===== config.mk =====
export PLATFORM = sky130hd
export DESIGN_NAME = spwc_page_tracker
export DESIGN_NICKNAME = d
export VERILOG_FILES = /design/src/spwc_pkg.sv /design/src/spwc_page_tracker.sv
export SDC_FILE = /design/constraint.sdc
export NUM_CORES = 1
export LEC_CHECK = 0
export ABC_AREA = 1
export BUFFER_PORTS_ARGS = -buffer_cell sky130_fd_sc_hd__buf_2
export CAP_MARGIN = 20
export CELL_PAD_IN_SITES_DETAIL_PLACEMENT = 1
export CELL_PAD_IN_SITES_GLOBAL_PLACEMENT = 2
export CORE_UTILIZATION = 31
export DETAILED_ROUTE_END_ITERATION = 10
export PLACE_DENSITY_LB_ADDON = 0.1
export SKIP_LAST_GASP = 1
export SYNTH_ARGS = -nofsm -noshare
export SYNTH_HDL_FRONTEND = slang
export SYNTH_SLANG_ARGS = --single-unit
export TNS_END_PERCENT = 30

===== constraint.sdc =====
create_clock -name clk -period 15.23 [get_ports clk]
set_input_delay 3.046 -clock clk [delete_from_list [all_inputs] [get_ports clk]]
set_output_delay 3.046 -clock clk [all_outputs]
set_load 0.01 [all_outputs]

===== src/spwc_pkg.sv =====
// Shared types and constants for the shadow page write coalescer.
// Holds the request and result item layouts and the result kind codes.
// No dependencies; every other file imports this package.
package spwc_pkg;

  localparam int ADDR_W  = 16;
  localparam int LEN_W   = 17;
  localparam int SIZE_W  = 17;
  localparam int DATA_W  = 8;
  localparam int FIRST_W = 11;
  localparam int COUNT_W = 12;

  localparam logic [SIZE_W-1:0] SIZE_RESET = SIZE_W'(65536);
  localparam int                SIZE_MAX   = (2 ** SIZE_W) - 1;
  localparam logic [DATA_W-1:0] ERASED     = 8'hFF;

  localparam int FIFO_DEPTH = 8;
  localparam int FIFO_PTR_W = $clog2(FIFO_DEPTH);
  localparam int FIFO_CNT_W = $clog2(FIFO_DEPTH + 1);

  typedef enum logic [1:0] {
    KIND_WRITEBACK = 2'd0,
    KIND_DONE      = 2'd1,
    KIND_REJECT    = 2'd2
  } kind_t;

  typedef struct packed {
    logic              mode;
    logic [ADDR_W-1:0] address;
    logic [LEN_W-1:0]  length;
    logic [DATA_W-1:0] data;
    logic              dummy;
    logic              last;
  } in_item_t;

  typedef struct packed {
    kind_t              kind;
    logic [FIRST_W-1:0] first_page;
    logic [COUNT_W-1:0] page_count;
    logic               last_result;
  } result_t;

  // Results produced by one request byte, zero to two of them.
  typedef struct packed {
    logic [1:0] count;
    result_t    slot0;
    result_t    slot1;
  } result_push_t;

endpackage


===== src/spwc_page_tracker.sv =====
// Two-stage request pipeline: page number and bounds check, then the
// shadow compare/update with write forwarding and the dirty-run tracking.
// Depends on spwc_pkg; drives the write port of spwc_shadow_ram.
module spwc_page_tracker import spwc_pkg::*; #(
  parameter int PAGE_BYTES = 32,
  parameter int IDX_W      = 16
) (
  input  logic              clk,
  input  logic              rst,
  input  logic              accept,
  input  in_item_t          item,
  input  logic [IDX_W-1:0]  item_idx,
  input  logic [SIZE_W-1:0] limit,
  input  logic [DATA_W-1:0] rd_data,
  output logic              wr_en,
  output logic [IDX_W-1:0]  wr_idx,
  output logic [DATA_W-1:0] wr_data,
  output result_push_t      push,
  output logic [1:0]        inflight
);

  localparam int PB_L   = $clog2(PAGE_BYTES);
  localparam int PROD_W = 2 * ADDR_W + 1;
  // Reciprocal that gives an exact quotient for every 16-bit address.
  localparam longint RECIP = (longint'(2) ** (ADDR_W + PB_L)) / PAGE_BYTES + 1;
  localparam int RUN_W  = $clog2(((2 ** ADDR_W) - 1) / PAGE_BYTES + 2);

  // First stage.
  logic              s1_valid;
  in_item_t          s1_item;
  logic [IDX_W-1:0]  s1_idx;
  logic [PROD_W-1:0] s1_prod;
  logic [RUN_W-1:0]  s1_page;
  logic              s1_over;

  // Second stage.
  logic              s2_valid;
  in_item_t          s2_item;
  logic [IDX_W-1:0]  s2_idx;
  logic [RUN_W-1:0]  s2_page;
  logic              s2_over;
  logic [DATA_W-1:0] s2_rdata;

  // Recent writes that the stage-two read data can miss, kept in two forwarding registers.
  logic              fw1_en, fw2_en;
  logic [IDX_W-1:0]  fw1_idx, fw2_idx;
  logic [DATA_W-1:0] fw1_data, fw2_data;

  // Request state.
  logic              active;
  logic              rejected;
  logic              pd;
  logic [RUN_W-1:0]  run_b;
  logic [RUN_W-1:0]  run_e;

  logic [DATA_W-1:0] cur;
  logic [ADDR_W:0]   page_last_addr;
  logic              closing;
  logic [RUN_W-1:0]  page_inc;
  logic              rej_c;
  logic              pd_c;
  logic [RUN_W-1:0]  rb_c;
  logic [RUN_W-1:0]  re_c;
  logic [1:0]        n_c;
  logic              wr_c;
  result_t           slot0;
  result_t           slot1;

  function automatic result_t make_wb(input logic [RUN_W-1:0] b, input logic [RUN_W-1:0] e);
    result_t r;
    r             = '0;
    r.kind        = KIND_WRITEBACK;
    r.first_page  = FIRST_W'(b);
    r.page_count  = COUNT_W'(e - b);
    r.last_result = 1'b0;
    return r;
  endfunction

  function automatic result_t make_end(input logic rej);
    result_t r;
    r             = '0;
    r.kind        = rej ? KIND_REJECT : KIND_DONE;
    r.last_result = 1'b0;
    return r;
  endfunction

  assign s1_prod = PROD_W'(s1_item.address) * PROD_W'(RECIP);
  assign s1_page = RUN_W'(s1_prod >> (ADDR_W + PB_L));
  assign s1_over = ({1'b0, s1_item.address} >= limit) ||
                   ((ADDR_W + 2)'(s1_item.address) + (ADDR_W + 2)'(s1_item.length) >
                    (ADDR_W + 2)'(limit));

  always_ff @(posedge clk) begin
    if (rst) begin
      s1_valid <= 1'b0;
      s2_valid <= 1'b0;
      fw1_en   <= 1'b0;
      fw2_en   <= 1'b0;
    end else begin
      s1_valid <= accept;
      s2_valid <= s1_valid;
      fw1_en   <= wr_en;
      fw2_en   <= fw1_en;
    end
  end

  always_ff @(posedge clk) begin
    if (accept) begin
      s1_item <= item;
      s1_idx  <= item_idx;
    end
    s2_item  <= s1_item;
    s2_idx   <= s1_idx;
    s2_page  <= s1_page;
    s2_over  <= s1_over;
    s2_rdata <= rd_data;
    fw1_idx  <= wr_idx;
    fw1_data <= wr_data;
    fw2_idx  <= fw1_idx;
    fw2_data <= fw1_data;
  end

  assign page_last_addr = (ADDR_W + 1)'(s2_page) * (ADDR_W + 1)'(PAGE_BYTES) +
                          (ADDR_W + 1)'(PAGE_BYTES - 1);
  assign closing  = s2_item.last || ({1'b0, s2_item.address} == page_last_addr);
  assign page_inc = s2_page + 1'b1;

  always_comb begin
    if (fw1_en && fw1_idx == s2_idx) begin
      cur = fw1_data;
    end else if (fw2_en && fw2_idx == s2_idx) begin
      cur = fw2_data;
    end else begin
      cur = s2_rdata;
    end
  end

  always_comb begin
    rej_c = active ? rejected : s2_over;
    pd_c  = active ? pd : 1'b0;
    rb_c  = active ? run_b : '0;
    re_c  = active ? run_e : '0;
    n_c   = 2'd0;
    wr_c  = 1'b0;
    slot0 = '0;
    slot1 = '0;

    if (!rej_c) begin
      wr_c = s2_item.mode || !s2_item.dummy;
      pd_c = pd_c | (s2_item.mode && (cur != s2_item.data));
      if (closing) begin
        if (pd_c) begin
          if (rb_c == re_c) begin
            rb_c = s2_page;
            re_c = page_inc;
          end else begin
            if (s2_page < rb_c) begin
              rb_c = s2_page;
            end
            if (page_inc > re_c) begin
              re_c = page_inc;
            end
          end
        end else if (rb_c != re_c) begin
          // A clean page ends the run.
          slot0 = make_wb(rb_c, re_c);
          n_c   = 2'd1;
          rb_c  = '0;
          re_c  = '0;
        end
        pd_c = 1'b0;
      end
      if (s2_item.last && rb_c != re_c) begin
        if (n_c == 2'd0) begin
          slot0 = make_wb(rb_c, re_c);
        end else begin
          slot1 = make_wb(rb_c, re_c);
        end
        n_c  = n_c + 2'd1;
        rb_c = '0;
        re_c = '0;
      end
    end

    if (s2_item.last) begin
      if (n_c == 2'd0) begin
        slot0 = make_end(rej_c);
      end else begin
        slot1 = make_end(rej_c);
      end
      n_c = n_c + 2'd1;
    end

    if (n_c == 2'd1) begin
      slot0.last_result = 1'b1;
    end else if (n_c == 2'd2) begin
      slot1.last_result = 1'b1;
    end
  end

  always_ff @(posedge clk) begin
    if (rst) begin
      active   <= 1'b0;
      rejected <= 1'b0;
      pd       <= 1'b0;
      run_b    <= '0;
      run_e    <= '0;
    end else if (s2_valid) begin
      if (s2_item.last) begin
        active   <= 1'b0;
        rejected <= 1'b0;
        pd       <= 1'b0;
        run_b    <= '0;
        run_e    <= '0;
      end else begin
        active   <= 1'b1;
        rejected <= rej_c;
        pd       <= pd_c;
        run_b    <= rb_c;
        run_e    <= re_c;
      end
    end
  end

  assign wr_en      = s2_valid && wr_c;
  assign wr_idx     = s2_idx;
  assign wr_data    = s2_item.data;
  assign push.count = s2_valid ? n_c : 2'd0;
  assign push.slot0 = slot0;
  assign push.slot1 = slot1;
  assign inflight   = {1'b0, s1_valid} + {1'b0, s2_valid};

endmodule


==> flow_metrics.py <==
metrics = {
    "yosys": {
        "ys_ff_latch": 191,
        "synth_ff_type": "dfxtp_1",
        "synth_top_area_share": 0.2426,
        "async_reset_ff_frac": 0,
        "avgSynthCellArea_um2": 7.827,
        "synth_top_area_cell": "dfxtp_1",
        "synthTopCellsByArea": "dfxtp_1 (24%), edfxtp_1 (17%), ha_1 (11%), nand2_1 (10%), nor2_1 (6.4%)",
        "yosys_warnings": 0,
        "netlist_area_um2": 10810,
        "seq_area_frac_synth": 0.4093,
        "synth-edff-count": 60,
        "synth_cells": 1381,
        "synth.distinct_cells": 56,
    },
    "sta": {
        "tns_ps": 0,
        "clock.fmax_ghz": 0.09806,
        "finClkSkew_ps": 13.83,
        "final-hold-violation-count": 0,
        "min_period_ps": 10200,
        "whs_ps": 341.3,
        "tightest_slew_ps": 971.0,
        "slew_headroom": 0.3526,
        "setup_violations": 0,
        "rsz0062_at_grt": "false",
        "slew_violations": 0,
        "finalCritPeriodShare": 0.6696,
    },
    "floorplanning": {
        "fp-row-count": 68,
        "core_area_um2": 34460,
        "die_area_um2": 35620,
        "die_h_um": 188.7,
        "die_x_um": 188.7,
        "io_pins": 169,
        "initial_core_util": 0.3137,
    },
    "place": {
        "io_buffers": 157,
        "globalplace.congestion": 0.8642,
        "dpl_cell_area_um2": 12010,
        "dp_hpwl_um": 28030,
        "dp_cells": 1967,
    },
    "pwr": {
        "pwr_density_cell_nw_per_um2": 110.8,
        "ir_drop_mv": 0.08279,
        "p_leak_nw": 6.334,
    },
    "global_routing": {
        "grt-busiest-layer": "met2",
        "grt_pass1_vias": 9836,
        "grt_pass1_wl_um": 55230,
        "met3_usage": 0.03055,
        "grt_max_degree": 62,
        "overflow": 0,
        "grtUsageMet1": 0.2616,
        "grt_util_all_layers": 0.2038,
        "grt_antenna_before_repair": 0,
        "met2_usage": 0.3558,
    },
    "final_layout": {
        "antenna_cells": 0,
        "multi_input_area_um2": 5434,
        "finalNonFillerCells": 2000,
        "n_fill_cell": 4268,
        "nNetsFinal": 1720,
        "ff_latch_area_um2": 4424,
        "drive_above_1_share": 0.1482,
        "post-route-util": 0.3671,
        "area_growth_pct": 17.04,
        "final_area_um2": 12650,
    },
    "worst_setup_path": {
        "cp_data_arrival_time_ps": 7150,
        "required_ps": 12180,
        "crit_type": "register to output pin",
        "end_kind": "output pin",
        "cp_top_family": "simple AND/OR/NAND/NOR gates",
        "cp.depth": 35,
        "path_max_fanout": 9,
        "worst_path_max_delay_cell": "o21ai_0",
        "timing.critical_path.mode_cell": "inv_1",
        "cpPeakStageDelay_ps": 630,
        "cp-start-kind": "register",
        "worst-path-buf-inv": 8,
        "worstRegToRegCells": 22,
    },
    "drt": {
        "wirelength_um": 35320,
        "drt_iter0_drc": 316,
        "viasPerCell": 4.715,
        "routedWlPerCell_um": 17.66,
        "first_pass_iters": 5,
        "num_vias": 9429,
        "route.detailed.drc": 0,
        "ant_nets": 0,
    },
    "status": {
        "outcome": "completed",
    },
    "cts": {
        "cts_made_buffers": 17,
        "ctsResizeCount": 0,
        "cts_tree": "yes",
        "clock_sinks": 191,
        "clock_latency_ps": 450,
        "cts_root_buffer": "clkbuf_16",
        "cts.path.max_buffers": 2,
        "cts_setup_buffers": 0,
        "cts.clk_slew.worst_paths_ps": 70,
        "clock_tree.htree_level_count": 4,
        "ctsHoldBuffers": 0,
    },
    "run": {
        "drv_cap": 0,
    },
    "hold_path": {
        "min_path_cells": 0,
        "hp-class": "register to register",
    },
}
-- metal layers --
| metal | wire, um | vias to the layer above |
|---|---|---|
| li1 | - | 4770 |
| met1 | 16620 | 4479 |
| met2 | 17090 | 154 |
| met3 | 1159 | 26 |
| met4 | 454 | 0 |
| met5 | 0 | - |
-- flip-flops by register name, summed over array words and instances (netlist names), 8 cells and up --
| register | count |
|---|---|
| fw1_data | 8 |
| fw1_idx | 16 |
| fw2_data | 8 |
| fw2_idx | 16 |
| run_b | 12 |
| run_e | 12 |
| s1_idx | 16 |
| s1_item | 44 |
| s2_item | 8 |
| s2_page | 11 |
| s2_rdata | 8 |
| wr_data | 8 |
| wr_idx | 16 |
-- layout make-up --
type                            count  share of cell area
Sequential cell                   191              0.3497
Multi-Input combinational cell    961              0.4295
Clock buffer                       21             0.03649
Tap cell                          455             0.04500
Clock inverter                     11             0.01187
Inverter                          196             0.05815
Timing Repair Buffer              165             0.06923
-- placed cells by master, fill, tap and decap left out, types with 4 or more instances in the layout --
| master | netlist | layout |
|---|---|---|
| nand2_1 | 288 | 288 |
| nor2_1 | 184 | 182 |
| inv_1 | 179 | 179 |
| buf_2 | 2 | 156 |
| dfxtp_1 | 131 | 131 |
| a21oi_1 | 97 | 97 |
| ha_1 | 97 | 97 |
| edfxtp_1 | 60 | 60 |
| o21ai_0 | 55 | 55 |
| nand3_1 | 45 | 45 |
| xor2_1 | 30 | 30 |
| nand4_1 | 24 | 24 |
| clkbuf_16 | 0 | 18 |
| xnor2_1 | 16 | 16 |
| nor3_1 | 16 | 16 |
| inv_2 | 14 | 14 |
| nand3b_1 | 11 | 11 |
| conb_1 | 1 | 11 |
| o21bai_1 | 7 | 7 |
| a31oi_1 | 7 | 7 |
| buf_4 | 19 | 7 |
| o22ai_1 | 6 | 6 |
| nor4_1 | 6 | 6 |
| o21a_1 | 5 | 5 |
| or2_2 | 4 | 4 |
| nand3_2 | 4 | 4 |
| clkinv_1 | 3 | 4 |
| nor2_2 | 2 | 4 |
-- cells in the mapped netlist (3+ instances only) --
library cell / n
a21o_1: 3
a21oi_1: 97
a31oi_1: 7
and2_1: 3
buf_1: 3
buf_4: 19
buf_6: 3
clkbuf_1: 16
clkinv_1: 3
dfxtp_1: 131
edfxtp_1: 60
fa_1: 3
ha_1: 97
inv_1: 179
inv_2: 14
nand2_1: 288
nand2_2: 3
nand3_1: 45
nand3_2: 4
nand3b_1: 11
nand4_1: 24
nor2_1: 184
nor3_1: 16
nor4_1: 6
o211ai_1: 3
o21a_1: 5
o21ai_0: 55
o21ai_1: 3
o21bai_1: 7
o22ai_1: 6
o311ai_1: 3
o31ai_1: 3
or2_2: 4
xnor2_1: 16
xor2_1: 30
-- per-stage QoR --
step	power [mW]	setup WS, ps
global placement	0.9318	5721
CTS	1.425	5023
detailed placement	0.9373	5552
floorplan	0.8163	6729
global route	1.485	4365
finish	1.402	5032
-- logic make-up (layout without fill, tap and decap cells) --
group           count (synthesis)  in the layout  share of synthesized area
flops                         191            191                     0.4093
other cells                     1             11                  0.0003469
fa+ha+maj                     100            100                     0.1178
compound gates                201            201                     0.1038
buf+inv                       239            393                    0.09191
simple gates                  603            603                     0.2395
xor+xnor                       46             46                    0.03727
-- path summary, 6_finish.rpt --
| kind | startpoint | to | slack [ps] |
|---|---|---|---|
| max | s2_page[1] | push[2] | 5030 |
| min | s1_idx[5] | wr_idx[5] | 340 |
| min reg2reg | s1_idx[5] | wr_idx[5] | 340 |
| max reg2reg | s2_page[1] | run_e[1] | 10900 |
-- power breakdown --
| group | switching (mW) | internal (mW) | leakage, nW |
|---|---|---|---|
| combinational | 0.214 | 0.118 | 4.35 |
| sequential | 0.0269 | 0.564 | 1.68 |
| clock | 0.208 | 0.271 | 0.303 |
| total | 0.449 | 0.953 | 6.33 |
No activity file was read; power rests on OpenSTA's default activity.
