$ cat src/spwc_pkg.sv
// Shared types and constants for the shadow page write coalescer.
// Holds the request and result item layouts and the result kind codes.
// No dependencies; every other file imports this package.
package spwc_pkg;

  localparam int ADDR_W  = 16;
  localparam int LEN_W   = 17;
  localparam int SIZE_W  = 17;
  localparam int DATA_W  = 8;
  localparam int FIRST_W = 11;
  localparam int COUNT_W = 12;

  localparam logic [SIZE_W-1:0] SIZE_RESET = SIZE_W'(65536);
  localparam int                SIZE_MAX   = (2 ** SIZE_W) - 1;
  localparam logic [DATA_W-1:0] ERASED     = 8'hFF;

  localparam int FIFO_DEPTH = 8;
  localparam int FIFO_PTR_W = $clog2(FIFO_DEPTH);
  localparam int FIFO_CNT_W = $clog2(FIFO_DEPTH + 1);

  typedef enum logic [1:0] {
    KIND_WRITEBACK = 2'd0,
    KIND_DONE      = 2'd1,
    KIND_REJECT    = 2'd2
  } kind_t;

  typedef struct packed {
    logic              mode;
    logic [ADDR_W-1:0] address;
    logic [LEN_W-1:0]  length;
    logic [DATA_W-1:0] data;
    logic              dummy;
    logic              last;
  } in_item_t;

  typedef struct packed {
    kind_t              kind;
    logic [FIRST_W-1:0] first_page;
    logic [COUNT_W-1:0] page_count;
    logic               last_result;
  } result_t;

  // Results produced by one request byte, zero to two of them.
  typedef struct packed {
    logic [1:0] count;
    result_t    slot0;
    result_t    slot1;
  } result_push_t;

endpackage

$ cat src/spwc_if.sv


interface spwc_out_if import spwc_pkg::*; ();
  logic               valid;
  logic               ready;
  logic [1:0]         kind;
  logic [FIRST_W-1:0] first_page;
  logic [COUNT_W-1:0] page_count;
  logic               last_result;

  modport source (output valid, kind, first_page, page_count, last_result, input ready);
  modport sink   (input valid, kind, first_page, page_count, last_result, output ready);
endinterface

$ cat src/spwc_result_fifo.sv
// Small result queue that takes up to two results a cycle and hands out one whenever the output is ready.
// Depends on spwc_pkg and spwc_out_if.
module spwc_result_fifo import spwc_pkg::*; (
  input  logic                  clk,
  input  logic                  rst,
  input  result_push_t          push,
  output logic [FIFO_CNT_W-1:0] level,
  spwc_out_if.source            out_res
);

  result_t                 entries [FIFO_DEPTH];
  logic [FIFO_PTR_W-1:0]   wr_ptr;
  logic [FIFO_PTR_W-1:0]   rd_ptr;
  logic                    pop;
  result_t                 head;

  assign pop  = out_res.valid && out_res.ready;
  assign head = entries[rd_ptr];

  always_ff @(posedge clk) begin
    if (rst) begin
      wr_ptr <= '0;
      rd_ptr <= '0;
      level  <= '0;
    end else begin
      wr_ptr <= wr_ptr + FIFO_PTR_W'(push.count);
      rd_ptr <= rd_ptr + FIFO_PTR_W'(pop);
      level  <= level + FIFO_CNT_W'(push.count) - FIFO_CNT_W'(pop);
    end
  end

  always_ff @(posedge clk) begin
    if (push.count != 2'd0) begin
      entries[wr_ptr] <= push.slot0;
    end
    if (push.count == 2'd2) begin
      entries[wr_ptr + 1'b1] <= push.slot1;
    end
  end

  assign out_res.valid       = (level != '0);
  assign out_res.kind        = head.kind;
  assign out_res.first_page  = head.first_page;
  assign out_res.page_count  = head.page_count;
  assign out_res.last_result = head.last_result;

endmodule

$ cat src/flat_wrapper.sv
// flat-port wrapper written by rule: the top's interface ports become plain ports
module spwc_result_fifo_flat import spwc_pkg::*;
  (clk, rst, push, level, out_res_valid, out_res_kind, out_res_first_page, out_res_page_count, out_res_last_result, out_res_ready);
  spwc_out_if out_res_i ();
  input  logic clk;
  input  logic rst;
  input  result_push_t push;
  output logic [FIFO_CNT_W-1:0] level;
  output wire logic [$bits(out_res_i.valid)-1:0] out_res_valid;
  output wire logic [$bits(out_res_i.kind)-1:0] out_res_kind;
  output wire logic [$bits(out_res_i.first_page)-1:0] out_res_first_page;
  output wire logic [$bits(out_res_i.page_count)-1:0] out_res_page_count;
  output wire logic [$bits(out_res_i.last_result)-1:0] out_res_last_result;
  input wire logic [$bits(out_res_i.ready)-1:0] out_res_ready;
  assign out_res_valid = out_res_i.valid;
  assign out_res_kind = out_res_i.kind;
  assign out_res_first_page = out_res_i.first_page;
  assign out_res_page_count = out_res_i.page_count;
  assign out_res_last_result = out_res_i.last_result;
  assign out_res_i.ready = out_res_ready;
  spwc_result_fifo u_core (.clk(clk), .rst(rst), .push(push), .level(level), .out_res(out_res_i));
endmodule
$ cat config.mk
export PLATFORM = sky130hd
export DESIGN_NAME = spwc_result_fifo_flat
export DESIGN_NICKNAME = d
export VERILOG_FILES = /design/src/spwc_pkg.sv /design/src/spwc_if.sv /design/src/spwc_result_fifo.sv /design/src/flat_wrapper.sv
export SDC_FILE = /design/constraint.sdc
export NUM_CORES = 1
export LEC_CHECK = 0
export ABC_AREA = 1
export BUFFER_PORTS_ARGS = -buffer_cell sky130_fd_sc_hd__buf_2
export CORE_ASPECT_RATIO = 0.7
export CORE_MARGIN = 2
export CORE_UTILIZATION = 62
export CTS_CLUSTER_SIZE = 16
export DETAILED_ROUTE_END_ITERATION = 8
export PLACE_DENSITY = 0.81
export SLEW_MARGIN = 5
export SYNTH_ARGS = -nofsm -noshare
export SYNTH_HDL_FRONTEND = slang
export SYNTH_SLANG_ARGS = --single-unit
$ cat constraint.sdc
create_clock -name clk -period 3.91 [get_ports clk]
set_input_delay 0.1955 -clock clk [delete_from_list [all_inputs] [get_ports clk]]
set_output_delay 0.1955 -clock clk [all_outputs]
set_load 0.03 [all_outputs]
==> flow_results.xml, run 1 <==
<?xml version="1.0" encoding="UTF-8"?>
<metrics>
  <group name="route">
    <metric name="drt_drc" unit="">0</metric>
    <metric name="detailedRoute.firstPassIterationCount" unit="">6</metric>
    <metric name="postRouteAntennaNets" unit="">0</metric>
    <metric name="drt_first_iter_violations" unit="">1999</metric>
    <metric name="post_drt_via_cell_ratio" unit="">6.010</metric>
    <metric name="routed_wire_length_per_instance" unit="µm">18.94</metric>
    <metric name="dr_total_vias" unit="">12070</metric>
    <metric name="route.final.wire_length" unit="µm">38020</metric>
  </group>
  <group name="pwr">
    <metric name="intPower" unit="mW">4.602</metric>
    <metric name="power" unit="mW">7.765</metric>
    <metric name="power.switching_fraction" unit="%">40.74</metric>
    <metric name="p_clk_share" unit="%">25.4</metric>
    <metric name="pwr-share-seq" unit="%">37.7</metric>
    <metric name="comb_power_share" unit="%">36.9</metric>
    <metric name="static-leakage-power" unit="nW">6.989</metric>
    <metric name="switching_power" unit="mW">3.163</metric>
    <metric name="power-per-cell-area" unit="mW/mm²">547.6</metric>
    <metric name="irDropWorstVdd" unit="V">0.0005742</metric>
  </group>
  <group name="global_route">
    <metric name="grt_pass1_vias" unit="">11100</metric>
    <metric name="grt-ovfl-total" unit="">0</metric>
    <metric name="wire_length_of_the_first_global_routing_pass" unit="µm">59180</metric>
    <metric name="antenna_found_initial" unit="">2</metric>
    <metric name="global_route.usage.total" unit="%">33.77</metric>
    <metric name="pin_count_of_the_biggest_net_entering_global_routing" unit="">94</metric>
  </group>
  <group name="critical_path">
    <metric name="crit_slowest_cell" unit="">inv_2</metric>
    <metric name="critPathTopFamily" unit="">buffers and inverters</metric>
    <metric name="timing.critical_path.to_type" unit="">primary output</metric>
    <metric name="crit_path_max_fanout" unit="">52</metric>
    <metric name="critical-path-max-stage-delay" unit="ns">0.91</metric>
    <metric name="cp_common_cell" unit="">nand2_1</metric>
    <metric name="critical_path_class" unit="">flip-flop to primary output</metric>
    <metric name="critPathArrivalTime" unit="ns">2.80</metric>
    <metric name="cp.required" unit="ns">3.71</metric>
    <metric name="crit_path_cell_trace" unit="">inv_2 -&gt; nand3_1 -&gt; nand2_1 -&gt; nand2_1 -&gt; nand2_1 -&gt; buf_2</metric>
    <metric name="critical_path.startpoint_type" unit="">flip-flop</metric>
    <metric name="cp_num_buf_inv" unit="">2</metric>
  </group>
  <group name="clock_tree">
    <metric name="cts.sink_count" unit="">218</metric>
    <metric name="cts_resized" unit="">0</metric>
    <metric name="post_cts_hold_fix_bufs" unit="">1</metric>
    <metric name="tritoncts" unit="">built</metric>
    <metric name="worstSkewPairLatency" unit="ns">0.52</metric>
    <metric name="cts_max_level" unit="">1</metric>
    <metric name="clock_path_buffers" unit="">3</metric>
    <metric name="ctsRootBufferMaster" unit="">clkbuf_16</metric>
    <metric name="cts_post_setup_buffers_inserted" unit="">0</metric>
    <metric name="cts_inserted_buffers" unit="">22</metric>
    <metric name="clkSlewWorstSetupHoldPaths" unit="ns">0.06</metric>
  </group>
  <group name="layout">
    <metric name="final_cell_area" unit="mm²">0.01418</metric>
    <metric name="multi_input_comb_area" unit="mm²">0.005229</metric>
    <metric name="fin_util" unit="%">67.95</metric>
    <metric name="finalNonFillerCells" unit="">2008</metric>
    <metric name="area_delta_synth_final" unit="%">6.976</metric>
    <metric name="sequential_cell_area" unit="mm²">0.006451</metric>
    <metric name="final_layout_size_suffix_gt1_share" unit="%">9.532</metric>
    <metric name="nNetsFinal" unit="">1786</metric>
    <metric name="layout.filler_cells" unit="">1671</metric>
  </group>
  <group name="place">
    <metric name="port-buffer-count" unit="">87</metric>
    <metric name="dp_hpwl" unit="µm">21760</metric>
    <metric name="pre_cts_ws" unit="ns">1.156</metric>
    <metric name="gpl.final_weighted_congestion" unit="">0.8468</metric>
    <metric name="placed_cells_incl_taps" unit="">1968</metric>
    <metric name="placedInstanceArea" unit="mm²">0.01353</metric>
  </group>
  <group name="synthesis">
    <metric name="dominantRegCellSynth" unit="">edfxtp_1</metric>
    <metric name="syn_nets" unit="">1825</metric>
    <metric name="synth.cell_area" unit="mm²">0.01325</metric>
    <metric name="yosysTopAreaCell" unit="">edfxtp_1</metric>
    <metric name="yosys-top-cells-count" unit="">767 x nand2_1, 228 x inv_1, 208 x edfxtp_1, 208 x nand4_1, 113 x buf_2</metric>
    <metric name="yosysUniqueCellTypes" unit="">23</metric>
    <metric name="yosys_register_bits" unit="">218</metric>
    <metric name="synth-seq-area-share" unit="%">48.64</metric>
    <metric name="asyncSetResetFlopFracSynth" unit="%">0</metric>
    <metric name="yosysWarnings" unit="">0</metric>
    <metric name="area_fraction_of_the_dominant_cell_type_after_synthesis" unit="%">47.13</metric>
    <metric name="synth_enable_flop_cells" unit="">208</metric>
    <metric name="synth_cells" unit="">1756</metric>
    <metric name="average_cell_area_after_synthesis" unit="µm²">7.548</metric>
    <metric name="synth.area.top_cells" unit="">edfxtp_1 47%, nand2_1 22%, nand4_1 9.8%</metric>
    <metric name="leading_cell_type_by_number_of_instances_after_synthesis" unit="">nand2_1</metric>
  </group>
  <group name="timing">
    <metric name="unrepaired_setup_endpoints_after_global_routing" unit="">no</metric>
    <metric name="timing.fmax" unit="MHz">333.9</metric>
    <metric name="final_critical_period" unit="ns">2.995</metric>
    <metric name="finalCritPeriodShare" unit="%">76.60</metric>
    <metric name="final.setup_skew" unit="ns">0.01359</metric>
    <metric name="totalNegativeSetupSlack" unit="ns">0</metric>
    <metric name="maxSlewHeadroom" unit="%">17.60</metric>
    <metric name="maxSlewViolCount" unit="">0</metric>
    <metric name="whs" unit="ns">0.05689</metric>
    <metric name="layout_setup_ws" unit="ns">0.9149</metric>
    <metric name="worst_pin_slew" unit="ns">1.231</metric>
    <metric name="hold_violations" unit="">0</metric>
    <metric name="finalSetupViolations" unit="">0</metric>
  </group>
  <group name="floorplan">
    <metric name="std_cell_rows" unit="">44</metric>
    <metric name="pin_count" unit="">88</metric>
    <metric name="die_ht" unit="µm">126.3</metric>
    <metric name="die_area" unit="mm²">0.02258</metric>
    <metric name="core_region_area" unit="mm²">0.02087</metric>
    <metric name="initial_core_util" unit="%">63.52</metric>
    <metric name="chipWidth" unit="µm">178.8</metric>
  </group>
  <group name="flow_run">
    <metric name="max-cap-violations" unit="">0</metric>
  </group>
  <group name="worst_hold_path">
    <metric name="min_path_type" unit="">input pin to flip-flop</metric>
  </group>
  <group name="outcome">
    <metric name="status" unit="">finished, final reports clean</metric>
  </group>
</metrics>
flip-flops by register name, indices dropped and copies added (netlist names):
signal / cells
u_core.entries: 208
u_core.level: 4
u_core.rd_ptr: 3
u_core.wr_ptr: 3
power by group through the flow:
stage | sequential, mW | combinational, mW | clock [mW]
after floorplan | 2.97 | 2.04 | 0
after global placement | 2.97 | 2.74 | 0
after detailed placement | 2.97 | 2.81 | 0
after CTS | 2.92 | 2.82 | 1.95
after global routing | 2.94 | 3.13 | 2.04
final | 2.93 | 2.86 | 1.98
per-layer routing:
metal	up-vias	track usage [%]	wire length, µm
met4	2	10.62	1009
li1	5584	-	-
met2	937	51.99	16760
met3	100	6.595	5564
met5	-	0	11
met1	5446	48.70	14680
kinds of logic (layout without fill, tap and decap cells):
family,count (synthesis),after routing,synth area share [%]
flip-flops,218,218,48.64
XOR/XNOR,3,3,0.1983
AND/OR/NAND/NOR,1105,1105,36.78
buffers and inverters,408,383,12.76
adder cells (fa/ha/maj),12,12,1.246
other,0,1,0
AO/OA/AOI/OAI,10,10,0.3776
worst min-delay path: stages:
cell and delay, ns:
buf_2 0.16, nand2_1 0.07, nand2_1 0.05
path summary, 6_finish.rpt:
| check | from | to | slack, ns | cells past startpoint |
|---|---|---|---|---|
| worst max register to register | u_core.wr_ptr[0]$_SDFF_PP0_ | u_core.entries[5][3]$_DFFE_PP_ | 1.07 | 5 |
| worst min-delay path | push[47] | u_core.entries[7][21]$_DFFE_PP_ | 0.06 | 3 |
| worst min register to register | u_core.wr_ptr[2]$_SDFF_PP0_ | u_core.wr_ptr[2]$_SDFF_PP0_ | 0.64 | 2 |
| worst max-delay path | u_core.rd_ptr[1]$_SDFF_PP0_ | out_res_kind[1] | 0.91 | 6 |
placed cells by master (no fill, tap or decap), drive strengths merged:
master,instances
nand2,769
inv,231
nand4,208
edfxtp,208
nand3,115
buf,111
clkbuf,28
nor2,12
clkinv,12
ha,10
dfxtp,10
o21ai,8
xor2,2
a21oi,2
fa,2
diode,1
and2,1
xnor2,1
dlygate4sd3,1
area by class of cell:
class | count | share of cell area [%]
Sequential cell | 218 | 45.50
Inverter | 233 | 6.177
Timing Repair Buffer | 112 | 4.501
Tap cell | 276 | 2.436
Antenna cell | 1 | 0.01765
Multi-Input combinational cell | 1130 | 36.88
Clock inverter | 10 | 0.3000
Clock buffer | 28 | 4.192
Power figures use the tool's default switching activity.
==> run 2: changes to the inputs <==
--- a/config.mk
+++ b/config.mk
@@ -5,14 +5,14 @@
 export SDC_FILE = /design/constraint.sdc
 export NUM_CORES = 1
 export LEC_CHECK = 0
-export ABC_AREA = 1
+export ABC_AREA = 0
 export BUFFER_PORTS_ARGS = -buffer_cell sky130_fd_sc_hd__buf_2
 export CORE_ASPECT_RATIO = 0.7
 export CORE_MARGIN = 2
-export CORE_UTILIZATION = 62
+export CORE_UTILIZATION = 60
 export CTS_CLUSTER_SIZE = 16
 export DETAILED_ROUTE_END_ITERATION = 8
-export PLACE_DENSITY = 0.81
+export PLACE_DENSITY = 0.8
 export SLEW_MARGIN = 5
 export SYNTH_ARGS = -nofsm -noshare
 export SYNTH_HDL_FRONTEND = slang
==> constraint.sdc (replaced) <==
create_clock -name clk -period 3.1 [get_ports clk]
set_input_delay 0.155 -clock clk [delete_from_list [all_inputs] [get_ports clk]]
set_output_delay 0.155 -clock clk [all_outputs]
set_load 0.03 [all_outputs]
==> flow_results.xml, run 2 <==
<?xml version="1.0" encoding="UTF-8"?>
<metrics>
  <group name="outcome">
    <metric name="status" unit="">finished, final reports clean</metric>
  </group>
  <group name="clock_tree">
    <metric name="cts_max_level" unit="">1</metric>
    <metric name="clock_path_buffers" unit="">3</metric>
    <metric name="cts_resized" unit="">0</metric>
    <metric name="ctsRootBufferMaster" unit="">clkbuf_16</metric>
    <metric name="post_cts_hold_fix_bufs" unit="">1</metric>
    <metric name="cts.sink_count" unit="">218</metric>
    <metric name="cts_post_setup_buffers_inserted" unit="">0</metric>
    <metric name="cts_inserted_buffers" unit="">21</metric>
    <metric name="tritoncts" unit="">built</metric>
    <metric name="clkSlewWorstSetupHoldPaths" unit="ns">0.06</metric>
    <metric name="worstSkewPairLatency" unit="ns">0.50</metric>
  </group>
  <group name="route">
    <metric name="post_drt_via_cell_ratio" unit="">6.371</metric>
    <metric name="drt_drc" unit="">0</metric>
    <metric name="route.final.wire_length" unit="µm">24580</metric>
    <metric name="postRouteAntennaNets" unit="">0</metric>
    <metric name="drt_first_iter_violations" unit="">501</metric>
    <metric name="dr_total_vias" unit="">6135</metric>
    <metric name="detailedRoute.firstPassIterationCount" unit="">5</metric>
    <metric name="routed_wire_length_per_instance" unit="µm">25.53</metric>
  </group>
  <group name="layout">
    <metric name="layout_commonest_cell" unit="">mux2_2</metric>
    <metric name="top_register" unit="">u_core.entries</metric>
    <metric name="max_ffs_per_register" unit="">208</metric>
    <metric name="layout.cells.most_common_list" unit="">231 x mux2_2, 208 x edfxtp_1, 87 x buf_2, 52 x mux4_2, 21 x clkbuf_16</metric>
    <metric name="final_cell_area" unit="mm²">0.01254</metric>
    <metric name="area_delta_synth_final" unit="%">14.31</metric>
    <metric name="leading_registers_by_flop_count" unit="">u_core.entries: 208 flops, u_core.level: 4 flops</metric>
    <metric name="nNetsFinal" unit="">781</metric>
    <metric name="final_layout_size_suffix_gt1_share" unit="%">61.52</metric>
  </group>
  <group name="synthesis">
    <metric name="synth.cell_area" unit="mm²">0.01097</metric>
    <metric name="yosys-top-cells-count" unit="">231 x mux2_2, 208 x edfxtp_1, 52 x mux4_2</metric>
    <metric name="yosys_register_bits" unit="">218</metric>
    <metric name="leading_cell_type_by_number_of_instances_after_synthesis" unit="">mux2_2</metric>
    <metric name="yosysUniqueCellTypes" unit="">36</metric>
    <metric name="synth_cells" unit="">608</metric>
    <metric name="yosysWarnings" unit="">0</metric>
    <metric name="asyncSetResetFlopFracSynth" unit="%">0</metric>
    <metric name="yosysTopAreaCell" unit="">edfxtp_1</metric>
    <metric name="dominantRegCellSynth" unit="">edfxtp_1</metric>
    <metric name="synth.area.top_cells" unit="">edfxtp_1 57%, mux2_2 24%, mux4_2 11%</metric>
    <metric name="synth_enable_flop_cells" unit="">208</metric>
    <metric name="syn_nets" unit="">677</metric>
    <metric name="average_cell_area_after_synthesis" unit="µm²">18.05</metric>
    <metric name="synth-seq-area-share" unit="%">58.75</metric>
    <metric name="area_fraction_of_the_dominant_cell_type_after_synthesis" unit="%">56.93</metric>
  </group>
  <group name="timing">
    <metric name="unrepaired_setup_endpoints_after_global_routing" unit="">no</metric>
    <metric name="finalCritPeriodShare" unit="%">86.86</metric>
    <metric name="final_critical_period" unit="ns">2.693</metric>
    <metric name="whs" unit="ns">0.06209</metric>
    <metric name="totalNegativeSetupSlack" unit="ns">0</metric>
    <metric name="final.setup_skew" unit="ns">0.005756</metric>
    <metric name="finalSetupViolations" unit="">0</metric>
    <metric name="hold_violations" unit="">0</metric>
    <metric name="worst_pin_slew" unit="ns">1.071</metric>
    <metric name="maxSlewViolCount" unit="">0</metric>
    <metric name="timing.fmax" unit="MHz">371.4</metric>
    <metric name="maxSlewHeadroom" unit="%">28.59</metric>
  </group>
  <group name="floorplan">
    <metric name="core_region_area" unit="mm²">0.01795</metric>
    <metric name="die_ht" unit="µm">117.1</metric>
    <metric name="std_cell_rows" unit="">41</metric>
    <metric name="pin_count" unit="">88</metric>
    <metric name="initial_core_util" unit="%">61.11</metric>
    <metric name="die_area" unit="mm²">0.01940</metric>
    <metric name="chipWidth" unit="µm">165.6</metric>
  </group>
  <group name="critical_path">
    <metric name="critPathArrivalTime" unit="ns">2.54</metric>
    <metric name="timing.critical_path.to_type" unit="">primary output</metric>
    <metric name="cp.required" unit="ns">2.94</metric>
    <metric name="critical_path.startpoint_type" unit="">flip-flop</metric>
    <metric name="critical_path_class" unit="">flip-flop to primary output</metric>
    <metric name="critical-path-max-stage-delay" unit="ns">0.68</metric>
    <metric name="crit_path_max_fanout" unit="">24</metric>
    <metric name="critPathTopFamily" unit="">multiplexers</metric>
    <metric name="crit_slowest_cell" unit="">dfxtp_4</metric>
    <metric name="crit_path_cell_trace" unit="">buf_4 -&gt; mux4_2 -&gt; mux2_2 -&gt; buf_2</metric>
    <metric name="cp_num_buf_inv" unit="">2</metric>
  </group>
  <group name="global_route">
    <metric name="grt-ovfl-total" unit="">0</metric>
    <metric name="grt_pass1_vias" unit="">6447</metric>
    <metric name="global_route.usage.total" unit="%">25.87</metric>
    <metric name="wire_length_of_the_first_global_routing_pass" unit="µm">37880</metric>
    <metric name="pin_count_of_the_biggest_net_entering_global_routing" unit="">39</metric>
    <metric name="antenna_found_initial" unit="">4</metric>
  </group>
  <group name="pwr">
    <metric name="power-per-cell-area" unit="mW/mm²">670.0</metric>
    <metric name="static-leakage-power" unit="nW">4.279</metric>
    <metric name="irDropWorstVdd" unit="V">0.0003962</metric>
  </group>
  <group name="place">
    <metric name="dp_hpwl" unit="µm">15370</metric>
    <metric name="placedInstanceArea" unit="mm²">0.01186</metric>
    <metric name="port-buffer-count" unit="">87</metric>
    <metric name="gpl.final_weighted_congestion" unit="">0.7779</metric>
  </group>
  <group name="flow_run">
    <metric name="max-cap-violations" unit="">0</metric>
  </group>
  <group name="worst_hold_path">
    <metric name="min_path_type" unit="">input pin to flip-flop</metric>
  </group>
</metrics>
run 2: changes by cell type after synthesis, moves of 6 or more:
cell	previous run	this run
nand3_2	8	2
inv_1	228	12
mux4_2	0	52
buf_1	14	1
nand4_1	208	0
buf_2	113	16
nand3_1	107	2
nand2_1	767	2
mux2_2	0	231
clkbuf_1	43	9
run 2: per-layer routing:
| layer | track usage [%] | vias up | routed length (µm) |
|---|---|---|---|
| li1 | - | 2675 | - |
| met1 | 35.38 | 3231 | 10720 |
| met2 | 44.15 | 185 | 11950 |
| met3 | 5.279 | 40 | 1434 |
| met4 | 5.507 | 4 | 451 |
| met5 | 0 | - | 24 |
run 2: cell families (layout without fill, tap and decap cells):
| kind of cell | after synthesis | in the layout | synth area share (%) |
|---|---|---|---|
| AOI/OAI and AO/OA | 13 | 13 | 0.7184 |
| muxes | 286 | 286 | 34.69 |
| other | 0 | 2 | 0 |
| buffers and inverters | 45 | 162 | 2.064 |
| adders and majority gates | 12 | 12 | 1.505 |
| DFF | 218 | 218 | 58.75 |
| and+or+nand+nor | 29 | 29 | 1.733 |
| xor gates and xnor gates | 5 | 5 | 0.5361 |
run 2: per-stage QoR:
step                      instances  setup slack [ns]  utilization (%)  power (mW)
after floorplan                 608           0.02350                -       5.238
after global placement          924            0.7846            66.08       5.844
after detailed placement        924            0.6569            66.08       5.931
after CTS                       961            0.3483            69.83       8.435
after global routing            961            0.2674            69.83       8.699
final                           963            0.4074            69.85       8.403
run 2: area by class of cell:
| cell class | instances | area [µm²] |
|---|---|---|
| antenna | 2 | 5.005 |
| clock buffer | 25 | 540.5 |
| tap | 236 | 295.3 |
| multi-input combinational | 345 | 4354 |
| sequential | 218 | 6451 |
| inverter | 12 | 45.04 |
| clock inverter | 11 | 122.6 |
| timing repair buffer | 114 | 728.2 |
| fill | 1149 | 5413 |
run 2: worst reg2reg max path, cell delays in order, from the launching register on:
cell and delay (ns):
dfxtp_1 0.51, ha_1 0.38, nor4b_2 0.38, nand2_2 0.30, buf_4 0.33, mux2_2 0.31
run 2: worst paths after layout:
check / from / to / slack (ns) / cells past startpoint
max: u_core.rd_ptr[1]$_SDFF_PP0_ / out_res_page_count[0] / 0.41 / 4
min: push[18] / u_core.entries[7][18]$_DFFE_PP_ / 0.06 / 2
max reg2reg: u_core.wr_ptr[1]$_SDFF_PP0_ / u_core.entries[5][25]$_DFFE_PP_ / 0.63 / 5
min reg2reg: u_core.rd_ptr[2]$_SDFF_PP0_ / u_core.rd_ptr[2]$_SDFF_PP0_ / 0.79 / 2
run 2: power breakdown:
group	internal [mW]	total [mW]	switching, mW
combinational	0.945	2.14	1.19
clock	1.49	2.54	1.05
sequential	3.56	3.73	0.171
==> run 3: changes to the inputs <==
--- a/config.mk
+++ b/config.mk
@@ -12,6 +12,7 @@
 export CORE_UTILIZATION = 60
 export CTS_CLUSTER_SIZE = 16
 export DETAILED_ROUTE_END_ITERATION = 8
+export GPL_TIMING_DRIVEN = 0
 export PLACE_DENSITY = 0.8
 export SLEW_MARGIN = 5
 export SYNTH_ARGS = -nofsm -noshare
==> flow_results.xml, run 3 (same netlist as run 2, synthesis figures left out) <==
<?xml version="1.0" encoding="UTF-8"?>
<metrics>
  <group name="outcome">
    <metric name="status" unit="">finished, final reports clean</metric>
  </group>
  <group name="layout">
    <metric name="top_register" unit="">u_core.entries</metric>
    <metric name="final_layout_size_suffix_gt1_share" unit="%">60.73</metric>
    <metric name="nNetsFinal" unit="">797</metric>
    <metric name="layout.filler_cells" unit="">1131</metric>
    <metric name="antenna_cells_inserted" unit="">0</metric>
    <metric name="layout.cells.most_common_list" unit="">231 x mux2_2, 208 x edfxtp_1, 103 x buf_2, 52 x mux4_2, 23 x clkbuf_16</metric>
    <metric name="leading_registers_by_flop_count" unit="">u_core.entries: 208 flops, u_core.level: 4 flops</metric>
    <metric name="final_cell_area" unit="mm²">0.01271</metric>
    <metric name="area_delta_synth_final" unit="%">15.82</metric>
    <metric name="layout_commonest_cell" unit="">mux2_2</metric>
    <metric name="sequential_cell_area" unit="mm²">0.006446</metric>
    <metric name="max_ffs_per_register" unit="">208</metric>
    <metric name="multi_input_comb_area" unit="mm²">0.004399</metric>
  </group>
  <group name="critical_path">
    <metric name="cp_common_cell" unit="">clkbuf_1</metric>
    <metric name="crit_path_max_fanout" unit="">10</metric>
    <metric name="timing.critical_path.from" unit="">u_core.rd_ptr[2]$_SDFF_PP0_</metric>
    <metric name="rrSetupSlack" unit="ns">0.25</metric>
    <metric name="timing.critical_path.to_type" unit="">primary output</metric>
    <metric name="critical_path_class" unit="">flip-flop to primary output</metric>
    <metric name="critical_path.startpoint_type" unit="">flip-flop</metric>
    <metric name="critical-path-max-stage-delay" unit="ns">0.73</metric>
    <metric name="critPathArrivalTime" unit="ns">2.78</metric>
    <metric name="crit_slowest_cell" unit="">clkbuf_1</metric>
    <metric name="crit_path_cell_trace" unit="">clkbuf_1 -&gt; clkbuf_1 -&gt; mux4_2 -&gt; mux2_2 -&gt; buf_2</metric>
    <metric name="cp.required" unit="ns">2.94</metric>
    <metric name="worst_r2r_startpoint" unit="">u_core.wr_ptr[1]$_SDFF_PP0_</metric>
  </group>
  <group name="place">
    <metric name="port-buffer-count" unit="">87</metric>
    <metric name="gpl.final_weighted_congestion" unit="">0.7991</metric>
    <metric name="dp_hpwl" unit="µm">16130</metric>
    <metric name="placedInstanceArea" unit="mm²">0.01203</metric>
    <metric name="pre_cts_ws" unit="ns">0.2585</metric>
  </group>
  <group name="floorplan">
    <metric name="die_area" unit="mm²">0.01940</metric>
    <metric name="chipWidth" unit="µm">165.6</metric>
    <metric name="die_ht" unit="µm">117.1</metric>
    <metric name="initial_core_util" unit="%">61.11</metric>
    <metric name="core_region_area" unit="mm²">0.01795</metric>
    <metric name="std_cell_rows" unit="">41</metric>
    <metric name="pin_count" unit="">88</metric>
  </group>
  <group name="timing">
    <metric name="timing.fmax" unit="MHz">340.8</metric>
    <metric name="layout_setup_ws" unit="ns">0.1657</metric>
    <metric name="maxSlewViolCount" unit="">0</metric>
    <metric name="hold_violations" unit="">0</metric>
    <metric name="unrepaired_setup_endpoints_after_global_routing" unit="">no</metric>
    <metric name="maxSlewHeadroom" unit="%">12.22</metric>
    <metric name="final.setup_skew" unit="ns">0.01173</metric>
    <metric name="finalCritPeriodShare" unit="%">94.65</metric>
    <metric name="final_critical_period" unit="ns">2.934</metric>
    <metric name="finalSetupViolations" unit="">0</metric>
    <metric name="worst_pin_slew" unit="ns">1.303</metric>
  </group>
  <group name="global_route">
    <metric name="grt-ovfl-total" unit="">0</metric>
    <metric name="pin_count_of_the_biggest_net_entering_global_routing" unit="">18</metric>
    <metric name="wire_length_of_the_first_global_routing_pass" unit="µm">36980</metric>
    <metric name="grt_pass1_vias" unit="">6358</metric>
    <metric name="global_route.usage.total" unit="%">25.56</metric>
    <metric name="antenna_found_initial" unit="">3</metric>
  </group>
  <group name="clock_tree">
    <metric name="clock_path_buffers" unit="">3</metric>
    <metric name="cts.sink_count" unit="">218</metric>
    <metric name="cts_max_level" unit="">1</metric>
    <metric name="ctsRootBufferMaster" unit="">clkbuf_16</metric>
    <metric name="cts_inserted_buffers" unit="">22</metric>
    <metric name="cts_resized" unit="">0</metric>
    <metric name="clkSlewWorstSetupHoldPaths" unit="ns">0.06</metric>
    <metric name="worstSkewPairLatency" unit="ns">0.51</metric>
    <metric name="tritoncts" unit="">built</metric>
    <metric name="cts_post_setup_buffers_inserted" unit="">0</metric>
    <metric name="post_cts_hold_fix_bufs" unit="">0</metric>
  </group>
  <group name="route">
    <metric name="drt_first_iter_violations" unit="">649</metric>
    <metric name="route.final.wire_length" unit="µm">24600</metric>
    <metric name="detailedRoute.firstPassIterationCount" unit="">4</metric>
    <metric name="drt_drc" unit="">0</metric>
    <metric name="post_drt_via_cell_ratio" unit="">6.359</metric>
    <metric name="routed_wire_length_per_instance" unit="µm">25.18</metric>
    <metric name="postRouteAntennaNets" unit="">0</metric>
    <metric name="dr_total_vias" unit="">6213</metric>
  </group>
  <group name="pwr">
    <metric name="power-per-cell-area" unit="mW/mm²">665.4</metric>
    <metric name="static-leakage-power" unit="nW">4.335</metric>
    <metric name="irDropWorstVdd" unit="V">0.0003992</metric>
  </group>
  <group name="worst_hold_path">
    <metric name="timing.hold.worst.start" unit="">push[23]</metric>
    <metric name="min_path_type" unit="">input pin to flip-flop</metric>
  </group>
  <group name="flow_run">
    <metric name="max-cap-violations" unit="">0</metric>
  </group>
</metrics>
run 3: cell types whose count changed in the layout (fill, tap and decap cells not counted), moves of 3 or more:
| cell | before | now |
|---|---|---|
| buf_12 | 7 | 0 |
| buf_16 | 0 | 7 |
| buf_2 | 87 | 103 |
| buf_4 | 19 | 4 |
| buf_6 | 0 | 3 |
| clkbuf_1 | 4 | 12 |
| o21ai_2 | 4 | 0 |
| o21ai_4 | 0 | 4 |
run 3: worst paths after layout:
path | end | depth (start not counted)
worst min-delay path | u_core.entries[7][23]$_DFFE_PP_ | 2
worst max register to register | u_core.entries[1][8]$_DFFE_PP_ | 7
worst min register to register | u_core.rd_ptr[1]$_SDFF_PP0_ | 2
worst max-delay path | out_res_first_page[7] | 5
run 3: worst max-delay path, delay by kind of cell (launching register included):
family / cells / cell delay [ns]
muxes: 2 / 0.72
DFF: 1 / 0.30
buffers and inverters: 3 / 1.26
run 3: cell type report:
type,instances,area share [%]
Sequential cell,218,50.73
Multi-Input combinational cell,345,34.62
Clock buffer,26,4.618
Inverter,12,0.3545
Clock inverter,11,0.7483
Tap cell,236,2.324
Buffer,33,1.428
Timing Repair Buffer,96,5.179
run 3: routing by layer:
| metal | vias up | routed length (µm) | global-route usage (%) | share of wire [%] |
|---|---|---|---|---|
| met1 | 3213 | 10510 | 36.11 | 43 |
| met2 | 239 | 11700 | 41.60 | 48 |
| met3 | 47 | 1952 | 5.615 | 7.9 |
| li1 | 2708 | - | - | - |
| met5 | - | 34 | 0 | 0.14 |
| met4 | 6 | 397 | 6.145 | 1.6 |
run 3: stage by stage:
stage	utilization [%]	TNS [ns]	hold WS (ns)	total power, mW	cells
global placement	65.18	-337.02	0.5266	5.811	931
finish	70.77	0	0.03349	8.456	977
detailed placement	66.98	0	0.5426	5.953	940
floorplan	-	0	0.3559	5.238	608
global route	70.77	0	0.05025	8.762	977
CTS	70.77	0	0.02078	8.497	977
run 3: where the power goes:
part	switching, mW	internal (mW)	leakage [nW]
clock	1.06	1.50	0.332
combinational	1.30	0.965	2.01
sequential	0.0715	3.55	1.99
